[src/rtl/tic_pkg.sv]
// ----------------------------------------------------------------------------
// tic_pkg
// Shared widths, register indexes, controller states and the command and
// status bundles of the thresholded intensity centroid.
// ----------------------------------------------------------------------------
package tic_pkg;

	localparam int GRAY_W = 8;
	localparam int THR_W = 8;
	localparam int FW_W = 12;
	localparam int POS_W = 11;
	localparam int WT_W = 30;
	localparam int MOM_W = 41;
	localparam int NUM_W = MOM_W + 1;
	localparam int QUO_W = POS_W + 1;
	localparam int CNT_W = $clog2(QUO_W);
	localparam int CFG_IDX_W = 1;
	localparam int CFG_DATA_W = FW_W;

	localparam int POS_MAX = (1 << POS_W) - 1;

	localparam int DEF_MAX_WIDTH = 2048;
	localparam int DEF_MAX_HEIGHT = 2048;

	localparam logic [THR_W-1:0] THR_RESET = THR_W'(128);
	localparam logic [FW_W-1:0] FW_RESET = FW_W'(640);

	localparam logic [CFG_IDX_W-1:0] REG_THRESHOLD = CFG_IDX_W'(0);
	localparam logic [CFG_IDX_W-1:0] REG_FRAME_WIDTH = CFG_IDX_W'(1);

	typedef enum logic [2:0] {
		ST_ACCUM,
		ST_START_X,
		ST_RUN_X,
		ST_START_Y,
		ST_RUN_Y,
		ST_PUBLISH
	} state_t;

	typedef struct packed {
		logic px;         // pixel word taken this cycle
		logic div_start;
		logic sel_y;
		logic latch_x;
		logic latch_y;
		logic publish;
	} cmd_t;

	typedef struct packed {
		logic div_done;
		logic out_free;
	} status_t;

endpackage

[src/rtl/tic_div.sv]
// ----------------------------------------------------------------------------
// tic_div
// Restoring divider, one quotient bit per cycle, with the quotient clamped
// to the largest position value.
// ----------------------------------------------------------------------------
module tic_div
	import tic_pkg::*;
(
	input  logic             clk,
	input  logic             arst_n,
	input  logic             start,
	input  logic [NUM_W-1:0] num,
	input  logic [WT_W-1:0]  den,
	output logic             done,
	output logic [POS_W-1:0] quot
);

	logic             busy_q;
	logic             done_q;
	logic [CNT_W-1:0] cnt_q;
	logic [NUM_W-1:0] rem_q;
	logic [MOM_W-1:0] dsh_q;
	logic [QUO_W-1:0] q_q;
	logic             ge;

	assign ge = rem_q >= NUM_W'(dsh_q);

	always_ff @(posedge clk or negedge arst_n) begin
		if (!arst_n) begin
			busy_q <= 1'b0;
			done_q <= 1'b0;
			cnt_q <= '0;
		end else begin
			done_q <= busy_q && (cnt_q == '0);
			if (start) begin
				busy_q <= 1'b1;
				cnt_q <= CNT_W'(QUO_W - 1);
			end else if (busy_q) begin
				if (cnt_q == '0) begin
					busy_q <= 1'b0;
				end else begin
					cnt_q <= cnt_q - 1'b1;
				end
			end
		end
	end

	// divisor starts aligned to the top quotient bit and walks down
	always_ff @(posedge clk) begin
		if (start) begin
			rem_q <= num;
			dsh_q <= {den, (QUO_W-1)'(0)};
			q_q <= '0;
		end else if (busy_q) begin
			if (ge) begin
				rem_q <= rem_q - NUM_W'(dsh_q);
			end
			q_q <= {q_q[QUO_W-2:0], ge};
			dsh_q <= dsh_q >> 1;
		end
	end

	assign done = done_q;
	assign quot = q_q[QUO_W-1] ? POS_W'(POS_MAX) : q_q[POS_W-1:0];

endmodule

[src/rtl/tic_dpath.sv]
// ----------------------------------------------------------------------------
// tic_dpath
// Configuration registers, pixel position tracking, saturating moment sums,
// frame snapshot, shared divider and the result register.
// ----------------------------------------------------------------------------
module tic_dpath
	import tic_pkg::*;
#(
	parameter int MAX_WIDTH = DEF_MAX_WIDTH,
	parameter int MAX_HEIGHT = DEF_MAX_HEIGHT
) (
	input  logic                  clk,
	input  logic                  arst_n,
	input  cmd_t                  cmd,
	output status_t               status,
	input  logic                  cfg_we,
	input  logic [CFG_IDX_W-1:0]  cfg_index,
	input  logic [CFG_DATA_W-1:0] cfg_data,
	input  logic [GRAY_W-1:0]     gray_level,
	input  logic                  frame_end,
	output logic                  out_valid,
	input  logic                  out_ready,
	output logic [POS_W-1:0]      center_x,
	output logic [POS_W-1:0]      center_y,
	output logic                  no_bright_pixels
);

	localparam int COL_W = $clog2(MAX_WIDTH);
	localparam int EW_W = $clog2(MAX_WIDTH + 1);
	localparam int CMP_W = ((EW_W > FW_W) ? EW_W : FW_W) + 1;
	localparam int ROW_LIM = (MAX_HEIGHT - 1 > POS_MAX) ? POS_MAX : MAX_HEIGHT - 1;
	localparam int PROD_W = COL_W + GRAY_W;
	localparam int RPROD_W = POS_W + GRAY_W;

	logic [THR_W-1:0]   thr_q;
	logic [FW_W-1:0]    fw_q;
	logic [COL_W-1:0]   col_q;
	logic [POS_W-1:0]   row_q;
	logic [WT_W-1:0]    wt_q;
	logic [MOM_W-1:0]   mx_q;
	logic [MOM_W-1:0]   my_q;
	logic [WT_W-1:0]    hold_wt_q;
	logic [MOM_W-1:0]   hold_mx_q;
	logic [MOM_W-1:0]   hold_my_q;
	logic [POS_W-1:0]   qx_q;
	logic [POS_W-1:0]   qy_q;
	logic               out_valid_q;
	logic [POS_W-1:0]   cx_q;
	logic [POS_W-1:0]   cy_q;
	logic               nb_q;

	logic [CMP_W-1:0]   fw_c;
	logic [CMP_W-1:0]   eff_w;
	logic [CMP_W-1:0]   col_inc;
	logic               wrap;
	logic               bright;
	logic [PROD_W-1:0]  colp;
	logic [RPROD_W-1:0] rowp;
	logic [WT_W:0]      wt_sum;
	logic [MOM_W:0]     mx_sum;
	logic [MOM_W:0]     my_sum;
	logic [WT_W-1:0]    wt_nx;
	logic [MOM_W-1:0]   mx_nx;
	logic [MOM_W-1:0]   my_nx;
	logic [COL_W-1:0]   col_nx;
	logic [POS_W-1:0]   row_nx;
	logic [MOM_W-1:0]   num_sel;
	logic [NUM_W-1:0]   div_num;
	logic               div_done;
	logic [POS_W-1:0]   div_quot;

	always_ff @(posedge clk or negedge arst_n) begin
		if (!arst_n) begin
			thr_q <= THR_RESET;
			fw_q <= FW_RESET;
		end else if (cfg_we) begin
			case (cfg_index)
				REG_THRESHOLD: thr_q <= cfg_data[THR_W-1:0];
				REG_FRAME_WIDTH: fw_q <= cfg_data[FW_W-1:0];
				default: ;
			endcase
		end
	end

	// width zero acts as one, above the maximum acts as the maximum
	always_comb begin
		fw_c = CMP_W'(fw_q);
		if (fw_c == '0) begin
			eff_w = CMP_W'(1);
		end else if (fw_c > CMP_W'(MAX_WIDTH)) begin
			eff_w = CMP_W'(MAX_WIDTH);
		end else begin
			eff_w = fw_c;
		end
	end

	assign col_inc = CMP_W'(col_q) + 1'b1;
	assign wrap = col_inc >= eff_w;
	assign col_nx = wrap ? '0 : col_inc[COL_W-1:0];
	assign row_nx = (wrap && (row_q < POS_W'(ROW_LIM))) ? row_q + 1'b1 : row_q;

	assign bright = gray_level > thr_q;
	assign colp = col_q * gray_level;
	assign rowp = row_q * gray_level;
	assign wt_sum = {1'b0, wt_q} + (WT_W+1)'(gray_level);
	assign mx_sum = {1'b0, mx_q} + (MOM_W+1)'(colp);
	assign my_sum = {1'b0, my_q} + (MOM_W+1)'(rowp);

	always_comb begin
		wt_nx = wt_q;
		mx_nx = mx_q;
		my_nx = my_q;
		if (bright) begin
			wt_nx = wt_sum[WT_W] ? '1 : wt_sum[WT_W-1:0];
			mx_nx = mx_sum[MOM_W] ? '1 : mx_sum[MOM_W-1:0];
			my_nx = my_sum[MOM_W] ? '1 : my_sum[MOM_W-1:0];
		end
	end

	always_ff @(posedge clk or negedge arst_n) begin
		if (!arst_n) begin
			col_q <= '0;
			row_q <= '0;
			wt_q <= '0;
			mx_q <= '0;
			my_q <= '0;
		end else if (cmd.px) begin
			if (frame_end) begin
				col_q <= '0;
				row_q <= '0;
				wt_q <= '0;
				mx_q <= '0;
				my_q <= '0;
			end else begin
				col_q <= col_nx;
				row_q <= row_nx;
				wt_q <= wt_nx;
				mx_q <= mx_nx;
				my_q <= my_nx;
			end
		end
	end

	// frame totals, last pixel included
	always_ff @(posedge clk) begin
		if (cmd.px && frame_end) begin
			hold_wt_q <= wt_nx;
			hold_mx_q <= mx_nx;
			hold_my_q <= my_nx;
		end
	end

	// half the weight added first gives round-half-up
	assign num_sel = cmd.sel_y ? hold_my_q : hold_mx_q;
	assign div_num = {1'b0, num_sel} + NUM_W'(hold_wt_q >> 1);

	tic_div u_div (
		.clk    (clk),
		.arst_n (arst_n),
		.start  (cmd.div_start),
		.num    (div_num),
		.den    (hold_wt_q),
		.done   (div_done),
		.quot   (div_quot)
	);

	always_ff @(posedge clk) begin
		if (cmd.latch_x) begin
			qx_q <= div_quot;
		end
		if (cmd.latch_y) begin
			qy_q <= div_quot;
		end
		if (cmd.publish) begin
			nb_q <= hold_wt_q == '0;
			cx_q <= (hold_wt_q == '0) ? '0 : qx_q;
			cy_q <= (hold_wt_q == '0) ? '0 : qy_q;
		end
	end

	always_ff @(posedge clk or negedge arst_n) begin
		if (!arst_n) begin
			out_valid_q <= 1'b0;
		end else if (cmd.publish) begin
			out_valid_q <= 1'b1;
		end else if (out_ready) begin
			out_valid_q <= 1'b0;
		end
	end

	assign status.div_done = div_done;
	assign status.out_free = !out_valid_q || out_ready;

	assign out_valid = out_valid_q;
	assign center_x = cx_q;
	assign center_y = cy_q;
	assign no_bright_pixels = nb_q;

endmodule

[src/rtl/tic_ctrl.sv]
// ----------------------------------------------------------------------------
// tic_ctrl
// Sequencer: takes pixels, then runs the x and y divisions on the shared
// divider and hands the result to the output register.
// ----------------------------------------------------------------------------
module tic_ctrl
	import tic_pkg::*;
(
	input  logic    clk,
	input  logic    arst_n,
	input  logic    in_valid,
	input  logic    frame_end,
	output logic    in_ready,
	input  status_t status,
	output cmd_t    cmd
);

	state_t state_q;
	state_t state_nx;

	always_ff @(posedge clk or negedge arst_n) begin
		if (!arst_n) begin
			state_q <= ST_ACCUM;
		end else begin
			state_q <= state_nx;
		end
	end

	always_comb begin
		state_nx = state_q;
		case (state_q)
			ST_ACCUM: begin
				if (in_valid && frame_end) state_nx = ST_START_X;
			end
			ST_START_X: state_nx = ST_RUN_X;
			ST_RUN_X: begin
				if (status.div_done) state_nx = ST_START_Y;
			end
			ST_START_Y: state_nx = ST_RUN_Y;
			ST_RUN_Y: begin
				if (status.div_done) state_nx = ST_PUBLISH;
			end
			ST_PUBLISH: begin
				if (status.out_free) state_nx = ST_ACCUM;
			end
			default: state_nx = ST_ACCUM;
		endcase
	end

	always_comb begin
		in_ready = 1'b0;
		cmd = '0;
		case (state_q)
			ST_ACCUM: begin
				in_ready = 1'b1;
				cmd.px = in_valid;
			end
			ST_START_X: cmd.div_start = 1'b1;
			ST_RUN_X: cmd.latch_x = status.div_done;
			ST_START_Y: begin
				cmd.div_start = 1'b1;
				cmd.sel_y = 1'b1;
			end
			ST_RUN_Y: cmd.latch_y = status.div_done;
			ST_PUBLISH: cmd.publish = status.out_free;
			default: ;
		endcase
	end

endmodule

[src/rtl/thresholded_intensity_centroid.sv]
// ----------------------------------------------------------------------------
// thresholded_intensity_centroid
// Intensity-weighted centroid of pixels above a gray threshold, one result
// word per frame.
// ----------------------------------------------------------------------------
// Pixels: one word per cycle within a frame.
// After the word marked frame_end, input stalls while the x and then the y
// 12-bit quotient run on the shared restoring divider, each after a start
// state, and through the publish state, held longer while an older result waits.
// The result turns valid as input is taken again for the next frame.
// Reset: threshold 128, width 640, positions and sums cleared, no result.
// ----------------------------------------------------------------------------
module thresholded_intensity_centroid
	import tic_pkg::*;
#(
	parameter int MAX_WIDTH = DEF_MAX_WIDTH,
	parameter int MAX_HEIGHT = DEF_MAX_HEIGHT
) (
	input  logic                  clk,
	input  logic                  arst_n,
	input  logic                  cfg_we,
	input  logic [CFG_IDX_W-1:0]  cfg_index,
	input  logic [CFG_DATA_W-1:0] cfg_data,
	input  logic                  in_valid,
	output logic                  in_ready,
	input  logic [GRAY_W-1:0]     gray_level,
	input  logic                  frame_end,
	output logic                  out_valid,
	input  logic                  out_ready,
	output logic [POS_W-1:0]      center_x,
	output logic [POS_W-1:0]      center_y,
	output logic                  no_bright_pixels
);

	cmd_t    cmd;
	status_t status;

	tic_ctrl u_ctrl (
		.clk       (clk),
		.arst_n    (arst_n),
		.in_valid  (in_valid),
		.frame_end (frame_end),
		.in_ready  (in_ready),
		.status    (status),
		.cmd       (cmd)
	);

	tic_dpath #(
		.MAX_WIDTH  (MAX_WIDTH),
		.MAX_HEIGHT (MAX_HEIGHT)
	) u_dpath (
		.clk              (clk),
		.arst_n           (arst_n),
		.cmd              (cmd),
		.status           (status),
		.cfg_we           (cfg_we),
		.cfg_index        (cfg_index),
		.cfg_data         (cfg_data),
		.gray_level       (gray_level),
		.frame_end        (frame_end),
		.out_valid        (out_valid),
		.out_ready        (out_ready),
		.center_x         (center_x),
		.center_y         (center_y),
		.no_bright_pixels (no_bright_pixels)
	);

endmodule

[config.mk]
export PLATFORM = sky130hd
export DESIGN_NAME = thresholded_intensity_centroid
export DESIGN_NICKNAME = d
export VERILOG_FILES = /design/src/rtl/tic_pkg.sv /design/src/rtl/tic_div.sv /design/src/rtl/tic_dpath.sv /design/src/rtl/tic_ctrl.sv /design/src/rtl/thresholded_intensity_centroid.sv
export SDC_FILE = /design/constraint.sdc
export NUM_CORES = 1
export LEC_CHECK = 0
export ABC_AREA = 1
export BUFFER_PORTS_ARGS = -buffer_cell sky130_fd_sc_hd__buf_2
export CORE_UTILIZATION = 40
export DETAILED_ROUTE_END_ITERATION = 7
export GPL_TIMING_DRIVEN = 0
export SLEW_MARGIN = 20
export SYNTH_ARGS = -nofsm -noshare
export SYNTH_HDL_FRONTEND = slang
export SYNTH_SLANG_ARGS = --single-unit
[constraint.sdc]
create_clock -name clk -period 9.98 [get_ports clk]
set_input_delay 1.497 -clock clk [delete_from_list [all_inputs] [get_ports clk]]
set_output_delay 1.497 -clock clk [all_outputs]
set_load 0.02 [all_outputs]
* Word-level counts from Yosys, hierarchy flattened
Cells that the tools add are included.
** Word-level totals
- Bits in registers :: 416
- Bits in latches :: 0
- Memory bits (writable) :: 0
- Bits in read-only memories :: 0
- Bits of input ports :: 27
- Output and inout port bits :: 25
- Word-level logic and storage cells :: 113
- Memories :: 0
** Operators by class
- Add/subtract/negate cells :: 8
- Multipliers :: 2
- Div/mod/pow operators :: 0
- Magnitude comparators :: 5
- Equality and inequality tests :: 10
- Shifts and indexed selects :: 0
- Multiplexer cells :: 42
- Bitwise logic cells :: 1
- Reductions and logical operators :: 21
** Operators with widths (count)
- 41-bit 2-to-1 mux :: 9
- 42-bit 2-to-1 mux :: 3
- 30-bit 2-to-1 mux :: 3
- 41-bit by 19-bit adder with 42-bit output :: 2
- 11-bit 2-to-1 mux :: 5
- 41-bit by 29-bit adder with 42-bit output :: 1
- 42-bit by 41-bit greater-or-equal comparator with 1-bit output :: 1
- 42-bit by 41-bit subtractor with 42-bit output :: 1
- 11-bit by 8-bit multiplier with 19-bit output :: 2
- 30-bit by 8-bit adder with 31-bit output :: 1
- 30-bit zero test :: 1
- 3-bit case mux with 6 select lines :: 1
- 13-bit greater-or-equal comparator :: 1
- 13-bit 2-to-1 mux :: 1
- 11-bit by 1-bit adder with 12-bit output, second input constant :: 1
- 12-bit > comparator, second input constant :: 1
- 12-bit zero test :: 1
- 1-bit 2-to-1 mux :: 12
- 12-bit 2-to-1 mux :: 1
- 3-bit 2-to-1 mux :: 4
- 4-bit 2-to-1 mux :: 3
- 11-bit by 1-bit adder with 11-bit output, second input constant :: 1
- 11-bit < comparator, second input constant :: 1
- 2-bit AND reduction :: 5
- 16 further kinds :: 27

* Logic depth before layout (Yosys ltp)
Gate-level depths: netlist of the first run.
- Word-level depth :: 7
- Mapped depth :: 28
- Gate-level depth less buffers :: 27

* By module
A second synthesis of the first run with hierarchy kept.
** Second synthesis, totals
- Cells, all modules :: 4526
- Area total of the unflattened synthesis :: 33802.4 sq um
** By module, submodules not included
- tic_dpath :: times used 1, cells an instance 3393, area each 26198.9 sq um, seq. area each 8597.0 sq um
- tic_div :: times used 1, cells an instance 1098, area each 7383.3 sq um, seq. area each 2772.7 sq um
- tic_ctrl :: times used 1, cells an instance 35, area each 220.2 sq um, seq. area each 75.1 sq um

* Worst setup path after synthesis of the first run
OpenSTA, ideal clock, no wires.
- Kind :: in2reg
- Start :: in in_valid
- End :: reg u_dpath.row_q[2]
- Library setup time :: 0.066 ns
- Data arrival time :: 7.246 ns
- Data required time :: 9.914 ns
- Slack :: 2.668 ns
- Stages :: 6
- Cells stage by stage :: nand2_1 -> nor2_1 -> inv_1 -> nand2_1 -> nand2_1 -> nand2_1
** On the way
- Word-level cells in the longest chain between the ends :: 2
** Ends and longest elaborated chain
- from (decl) :: RTL line thresholded_intensity_centroid.sv:24 : input logic in_valid,
- 1-bit 2-to-1 mux :: RTL line tic_ctrl.sv:53 : case (state_q)
- 2-bit AND reduction (no line)
- to (signal assigned) :: RTL line tic_dpath.sv:136 : row_q <= row_nx;
- to (decl) :: RTL line tic_dpath.sv:38 : logic [POS_W-1:0] row_q;
No other way between the ends.
A chain may end at the register's enable or synchronous reset.

* Final worst setup path of the first run
- Start :: in gray_level[6]
- End :: reg u_dpath.hold_mx_q[9], data pin
** On the way
- Word-level cells in the longest chain between the ends :: 4
- Elaborated cells between the ends (all ways) :: 5
- Those cells by class :: 1 x add/sub; 1 x mul; 1 x order compare; 2 x mux
** Ends and longest elaborated chain
- from (decl) :: RTL line thresholded_intensity_centroid.sv:26 : input logic [GRAY_W-1:0] gray_level,
- 11-bit by 8-bit multiplier with 19-bit output :: RTL line tic_dpath.sv:103 : assign colp = col_q * gray_level;
- 41-bit by 19-bit adder with 42-bit output :: RTL line tic_dpath.sv:106 : assign mx_sum = {1'b0, mx_q} + (MOM_W+1)'(colp);
- 41-bit 2-to-1 mux :: RTL line tic_dpath.sv:115 : mx_nx = mx_sum[MOM_W] ? '1 : mx_sum[MOM_W-1:0];
- 41-bit 2-to-1 mux * :: RTL line tic_dpath.sv:113 : if (bright) begin
- via u_dpath.mx_nx[9] :: RTL line tic_dpath.sv:63 : logic [MOM_W-1:0] mx_nx;
- to (signal assigned) :: RTL line tic_dpath.sv:148 : hold_mx_q <= mx_nx;
- to (decl) :: RTL line tic_dpath.sv:43 : logic [MOM_W-1:0] hold_mx_q;
The timed path passes the listed nets; every way through them passes the cells marked *.

==> results.txt, run 1 <==
Max IR drop VDD -> 0.144 mV
Clk pin slew, worst setup/hold paths -> 0.07 ns
DR vias/cell -> 5.32
Synth cell types -> 60
TritonCTS clock tree -> built
TritonRoute pass-1 iters -> 8
final worst setup slack -> 3.35 ns
pre-CTS setup slack -> 2.70 ns
part of the cycle the worst path needs -> 66.4%
Post-DP HPWL -> 89700 um
startpoint type of the worst setup path -> input port
arrival time of the worst setup path -> 6.94 ns
placer congestion estimate -> 0.996
DRC -> 0
max incr delay on CP -> 0.71 ns
core area -> 0.0826 sq mm
Slew headroom -> 29.7%
vias in the first global route -> 29300
Tot GR Track Use -> 26.2%
final hold slack -> 0.473 ns
setup tns final -> 0 ns
kind of critical path -> in2reg
Slew Limit Fails -> 0
Cells after Synth -> 4467
Max Cap Viol -> 0
Hold Crit Class -> reg2reg
Hold Buf Count CTS -> 0
syn_nets -> 4829
Pleak -> 18.4 nW
hold violation count in the final report -> 0
Area Overhead vs Synth -> 10.6%
CP Max Fanout -> 10
standard-cell rows -> 105
Hold Path Cell Cnt -> 2
Chip Height -> 292 um
Longest Clk Path Bufs -> 3
non-filler cells, final -> 5691
CP Capture Type -> flip-flop
Yosys top cell area share -> 20.5%
Yosys reg bits -> 416
Die ar. -> 0.0852 sq mm
Clock Sinks -> 416
share of cells above drive strength 1 -> 6.41%
total length of routed wires -> 112000 um
root buf cell -> clkbuf_16
initial antenna violation count -> 1
Total Power -> 11.9 mW
nets@finish -> 4940
syn avg cell area -> 7.52 sq um
Setup Viol. Count Final -> 0
CP Buf/Inv Count -> 7
crit path cell chain -> buf_2, clkbuf_1, nand2_1, fa_1, inv_1, fa_1, inv_1, fa_1, fa_1, inv_1, ha_1, nand2_1, nand2_1, a21oi_1, inv_1, a21oi_1, nand3_2, a21oi_2, buf_2, a21boi_0
R2R depth -> 22
cts repair resizes -> 0
Syn. warnings -> 0
total gr overflow -> 0
clock latency on the worst-skew pair -> 0.64 ns
Worst Skew -> 0.0556 ns
Levels on crit path -> 20
critical path's top delay family -> adder cells
Yosys top cell by area -> edfxtp_1
DR vias -> 30300
port bufs -> 51
largest net degree at the start of global routing -> 68
Tmin final -> 6.63 ns
DRT iter0 DRCs -> 2713
Initial Util -> 40.7%
RSZ-0062 raised after global routing -> no
first-pass GRT wire length -> 170000 um
clock buffer count from CTS -> 50
fmax -> 151 MHz
Mapped Area -> 0.0336 sq mm
placed cells -> 5596
Area contributors post-synth -> edfxtp_1, nand2_1, dfrtp_1
PwrDens -> 321 mW/mm^2
sequential share of the synthesized area -> 34.1%
H-tree levels -> 2
post-CTS setup repair buffer count -> 0
slowest library cell on the worst path -> clkbuf_1
Ports -> 52
Final ANT Viol Nets -> 0
WL per Instance -> 19.6 um
die width -> 292 um
status -> completed
Req. time, crit path -> 10.30 ns
Slew @ Worst Pin -> 1.05 ns
-- registers in the layout (all words and copies together), names as in the netlist, 3 cells and up --
name	count
u_dpath.u_div.rem_q	42
u_dpath.hold_mx_q	41
u_dpath.hold_my_q	41
u_dpath.mx_q	41
u_dpath.my_q	41
u_dpath.u_div.dsh_q	41
u_dpath.hold_wt_q	30
u_dpath.wt_q	30
u_dpath.fw_q	12
u_dpath.u_div.q_q	12
u_dpath.center_x	11
u_dpath.center_y	11
u_dpath.col_q	11
u_dpath.qx_q	11
u_dpath.qy_q	11
u_dpath.row_q	11
u_dpath.thr_q	8
u_dpath.u_div.cnt_q	4
u_ctrl.state_q	3
-- area by class of cell --
type                            count  area [sq um]
Antenna cell                        2          5.00
Buffer                            136           644
Clock buffer                       60          1310
Clock inverter                     33           454
Fill cell                        8392         45500
Inverter                          798          3000
Multi-Input combinational cell   3117         18500
Sequential cell                   416         11400
Tap cell                         1070          1340
Timing Repair Buffer               59           439
-- cell usage after synthesis (all sizes together) --
cell / number
nand3: 313
a31oi: 3
o21bai: 13
o22ai: 4
dfxtp: 23
o21a: 19
a21oi: 210
clkinv: 3
o2bb2ai: 2
nand4: 94
dfstp: 3
xor2: 37
and2: 26
nor4: 20
a22oi: 2
edfxtp: 229
a21o: 12
ha: 190
xnor2: 25
clkbuf: 79
buf: 57
or3: 1
o21ai: 263
o221ai: 1
o31ai: 25
dfrtp: 161
o211ai: 16
nor2: 310
inv: 795
or2: 12
nand3b: 17
mux2: 33
and3: 1
a21boi: 26
nor3b: 2
nor3: 63
fa: 145
nand2: 1232
-- cells in the final DEF (no fill, tap or decap), drive strengths merged, types with 116 or more instances in the layout --
cell    count
o21ai     263
ha        190
inv       799
clkbuf    139
nand3     313
edfxtp    229
a21oi     210
dfrtp     161
nand2    1232
nor2      310
fa        145
buf       116
-- final timing paths --
| kind | from | end | slack [ns] |
|---|---|---|---|
| min reg2reg | u_dpath.u_div.dsh_q[3]$_SDFFE_PN0P_ | u_dpath.u_div.dsh_q[2]$_SDFFE_PN0P_ | 0.47 |
| min | u_dpath.u_div.dsh_q[3]$_SDFFE_PN0P_ | u_dpath.u_div.dsh_q[2]$_SDFFE_PN0P_ | 0.47 |
| max in group asynchronous | arst_n | u_dpath.wt_q[13]$_DFFE_PN0P_ | 8.09 |
| max | gray_level[6] | u_dpath.hold_mx_q[9]$_DFFE_PP_ | 3.35 |
| max reg2reg | u_dpath.col_q[0]$_DFFE_PN0P_ | u_dpath.mx_q[24]$_DFFE_PN0P_ | 4.37 |
| min in group asynchronous | arst_n | u_dpath.fw_q[8]$_DFFE_PN0P_ | 0.78 |
-- metrics by stage --
step	area, sq um	utilization (%)
global placement	35200	42.6
detailed placement	35400	42.8
global route	37200	45.0
finish	37200	45.0
floorplan	33600	-
CTS	37200	45.0
-- tightest hold or removal path, delay by kind of cell, from the launching register on --
kind / cells / cell delay (ns)
AO/OA/AOI/OAI: 1 / 0.06
buffers and inverters: 1 / 0.07
flip-flops: 1 / 0.30
-- cell families (layout without fill, tap and decap cells) --
group | count (synthesis) | after routing | synth area share (%)
fa+ha+maj | 335 | 335 | 15.7
simple gates | 2091 | 2091 | 26.7
mux | 33 | 33 | 1.11
xor+xnor | 62 | 62 | 1.62
other cells | 0 | 2 | 0
flops | 416 | 416 | 34.1
buf+inv | 934 | 1086 | 10.8
compound gates | 596 | 596 | 9.96
-- report_power, final --
group	internal, mW	switching [mW]	leakage [nW]
Sequential	2.54	0.294	4.56
Combinational	2.31	4.82	13.0
Clock	1.14	0.825	0.829
Total	5.98	5.94	18.4
-- per-layer routing --
| layer | vias up | GRT usage, % | wire [um] |
|---|---|---|---|
| li1 | 14600 | - | - |
| met1 | 14400 | 34.5 | 48000 |
| met2 | 1042 | 44.3 | 52300 |
| met3 | 223 | 2.67 | 6700 |
| met4 | 2 | 9.78 | 4440 |
| met5 | - | 0 | 19 |
Note: power is estimated with default switching activity, not from simulation.
==> inputs of run 2 (changes only) <==
==> constraint.sdc (replaced) <==
create_clock -name clk -period 6.37 [get_ports clk]
set_input_delay 0.9555 -clock clk [delete_from_list [all_inputs] [get_ports clk]]
set_output_delay 0.9555 -clock clk [all_outputs]
set_load 0.02 [all_outputs]
==> run 2 against run 1 <==
Effect of this change:
- clock-buffer cell count grew 9
- critical endpoint is now u_dpath.hold_my_q[6]$_DFFE_PP_
- largest power group unchanged
- power grew 56%
- sequential share of layout area is essentially flat
==> results.txt, run 2 (same netlist as run 1, synthesis figures left out) <==
Die ar. -> 0.0852 sq mm
RSZ-0062 raised after global routing -> no
core area -> 0.0826 sq mm
max FFs per register -> 42
port bufs -> 51
R2R depth -> 23
DRT iter0 DRCs -> 2502
DRC -> 0
CP Capture Type -> flip-flop
Internal -> 9.40 mW
Max Cap Viol -> 0
die width -> 292 um
Tot GR Track Use -> 26.5%
design area -> 0.0371 sq mm
Fill cells -> 8392
Slew @ Worst Pin -> 0.999 ns
Final ANT Viol Nets -> 0
Max IR drop VDD -> 0.224 mV
Setup Viol. Count Final -> 0
commonest non-fill, non-tap cell in the layout -> nand2_1
total length of routed wires -> 112000 um
Chip Height -> 292 um
Reg area -> 0.0114 sq mm
Switching Fraction -> 49.6%
total gr overflow -> 0
nets@finish -> 4939
combinational share of power -> 60.0%
Worst Skew -> 0.0514 ns
first-pass GRT wire length -> 172000 um
Pleak -> 18.4 nW
clock latency on the worst-skew pair -> 0.62 ns
largest net degree at the start of global routing -> 74
DP Area -> 0.0354 sq mm
part of the cycle the worst path needs -> 96.7%
hold violation count in the final report -> 0
clock buffer count from CTS -> 49
sequential share of power -> 23.8%
Initial Util -> 40.7%
Core Util, Final -> 44.9%
Clk pin slew, worst setup/hold paths -> 0.06 ns
vias in the first global route -> 29800
PwrDens -> 502 mW/mm^2
Multi-input gate area -> 0.0185 sq mm
Tmin final -> 6.16 ns
Ports -> 52
commonest cells after routing, fill and taps aside -> nand2_1, inv_1, nor2_1
Slew Limit Fails -> 0
initial antenna violation count -> 3
Clk pwr share -> 16.2%
R2R Path End -> u_dpath.hold_my_q[6]$_DFFE_PP_
root buf cell -> clkbuf_16
P_sw -> 9.24 mW
flop-to-flop setup slack -> 0.67 ns
TritonCTS clock tree -> built
DR vias -> 30200
TritonRoute pass-1 iters -> 6
Antenna diodes -> 0
largest reg by FF count -> u_dpath.u_div.rem_q
Longest Clk Path Bufs -> 3
share of cells above drive strength 1 -> 6.32%
CP Max Fanout -> 10
WL per Instance -> 19.7 um
post-CTS setup repair buffer count -> 0
FF-to-FF Start -> u_dpath.row_q[5]$_DFFE_PN0P_
crit path from -> gray_level[1]
kind of critical path -> in2reg
Total Power -> 18.6 mW
startpoint type of the worst setup path -> input port
Clock Sinks -> 416
status -> completed
Req. time, crit path -> 6.67 ns
standard-cell rows -> 105
arrival time of the worst setup path -> 6.46 ns
DR vias/cell -> 5.31
Post-DP HPWL -> 89700 um
fmax -> 162 MHz
Slew headroom -> 33.2%
placer congestion estimate -> 0.995
H-tree levels -> 2
Hold Crit Class -> in2async
Area Overhead vs Synth -> 10.5%
[run 2: changes by cell type in the layout (fill, tap and decap cells not counted)]
cell / change
clkbuf_1: +4
clkinv_2: -1
clkbuf_8: +3
clkinv_4: +1
clkinv_16: -2
clkinvlp_4: -5
buf_12: -1
buf_16: +1
clkinv_1: -1
diode_2: -2
inv_6: -2
clkbuf_2: +2
[run 2: worst max-delay path by stage]
stage                     slack [ns]  cells past startpoint                              end
after floorplan                 1.15                     20  u_dpath.hold_mx_q[19]$_DFFE_PP_
after global placement         -0.70                      7     u_dpath.row_q[9]$_DFFE_PN0P_
after detailed placement       -0.31                     21  u_dpath.hold_mx_q[40]$_DFFE_PP_
after CTS                       0.30                     20   u_dpath.hold_mx_q[9]$_DFFE_PP_
after global routing            0.11                     24   u_dpath.hold_my_q[6]$_DFFE_PP_
final                           0.21                     24   u_dpath.hold_my_q[6]$_DFFE_PP_
[run 2: critical path, stage by stage]
cell and delay (ns):
buf_2 0.27, clkbuf_1 0.66, nand2_1 0.18, fa_1 0.52, inv_1 0.06, fa_1 0.50, inv_1 0.05, fa_1 0.48
fa_1 0.51, inv_1 0.05, ha_1 0.36, nand3_1 0.11, nand2_2 0.20, nand2_1 0.09, nand2_2 0.10, nand2_1 0.07
nand2_2 0.08, nand2_1 0.07, nand2_2 0.10, nand3_2 0.17, nand2_1 0.13, inv_2 0.07, buf_2 0.18, a21boi_1 0.45
[run 2: what timing repair did]
item | in CTS | in global routing
endpoints found under the setup margin | 0 | 7
hold buffers | 0 | 0
gates resized for setup | 0 | 6
hold endpoints to repair | 0 | 0
[run 2: stage by stage]
stage	cells	hold WS, ns	TNS (ns)	worst slack [ns]
2_1_floorplan	4467	0.441	0	1.15
3_3_place_gp	5588	0.459	-15.91	-0.700
3_5_place_dp	5596	0.462	-9.56	-0.310
4_1_cts	5688	0.173	0	0.301
5_1_grt	5688	0.205	0	0.109
6_report	5688	0.200	0	0.210
[run 2: routing by layer]
| metal | routed length [um] | track usage (%) | vias to the layer above | share of wire, % |
|---|---|---|---|---|
| li1 | - | - | 14600 | - |
| met4 | 4730 | 10.3 | 2 | 4.2 |
| met5 | 11 | 0 | - | 0.0098 |
| met2 | 52300 | 44.6 | 1002 | 47 |
| met3 | 6600 | 3.02 | 237 | 5.9 |
| met1 | 48200 | 34.7 | 14400 | 43 |
[run 2: power by group through the flow]
| stage | combinational (mW) | sequential, mW | clock [mW] |
|---|---|---|---|
| 6_report | 11.2 | 4.43 | 3.02 |
| 2_1_floorplan | 7.76 | 4.37 | 0 |
| 3_3_place_gp | 10.8 | 4.48 | 0 |
| 4_1_cts | 11.1 | 4.42 | 3.06 |
| 5_1_grt | 12.7 | 4.51 | 3.16 |
| 3_5_place_dp | 11.0 | 4.47 | 0 |
[run 2: layout make-up]
class                      count  share of cell area, %
sequential                   416                   30.8
inverter                     798                   8.07
timing repair buffer          59                   1.20
tap                         1070                   3.61
buffer                       136                   1.74
multi-input combinational   3117                   49.9
clock inverter                23                  0.913
clock buffer                  69                   3.70
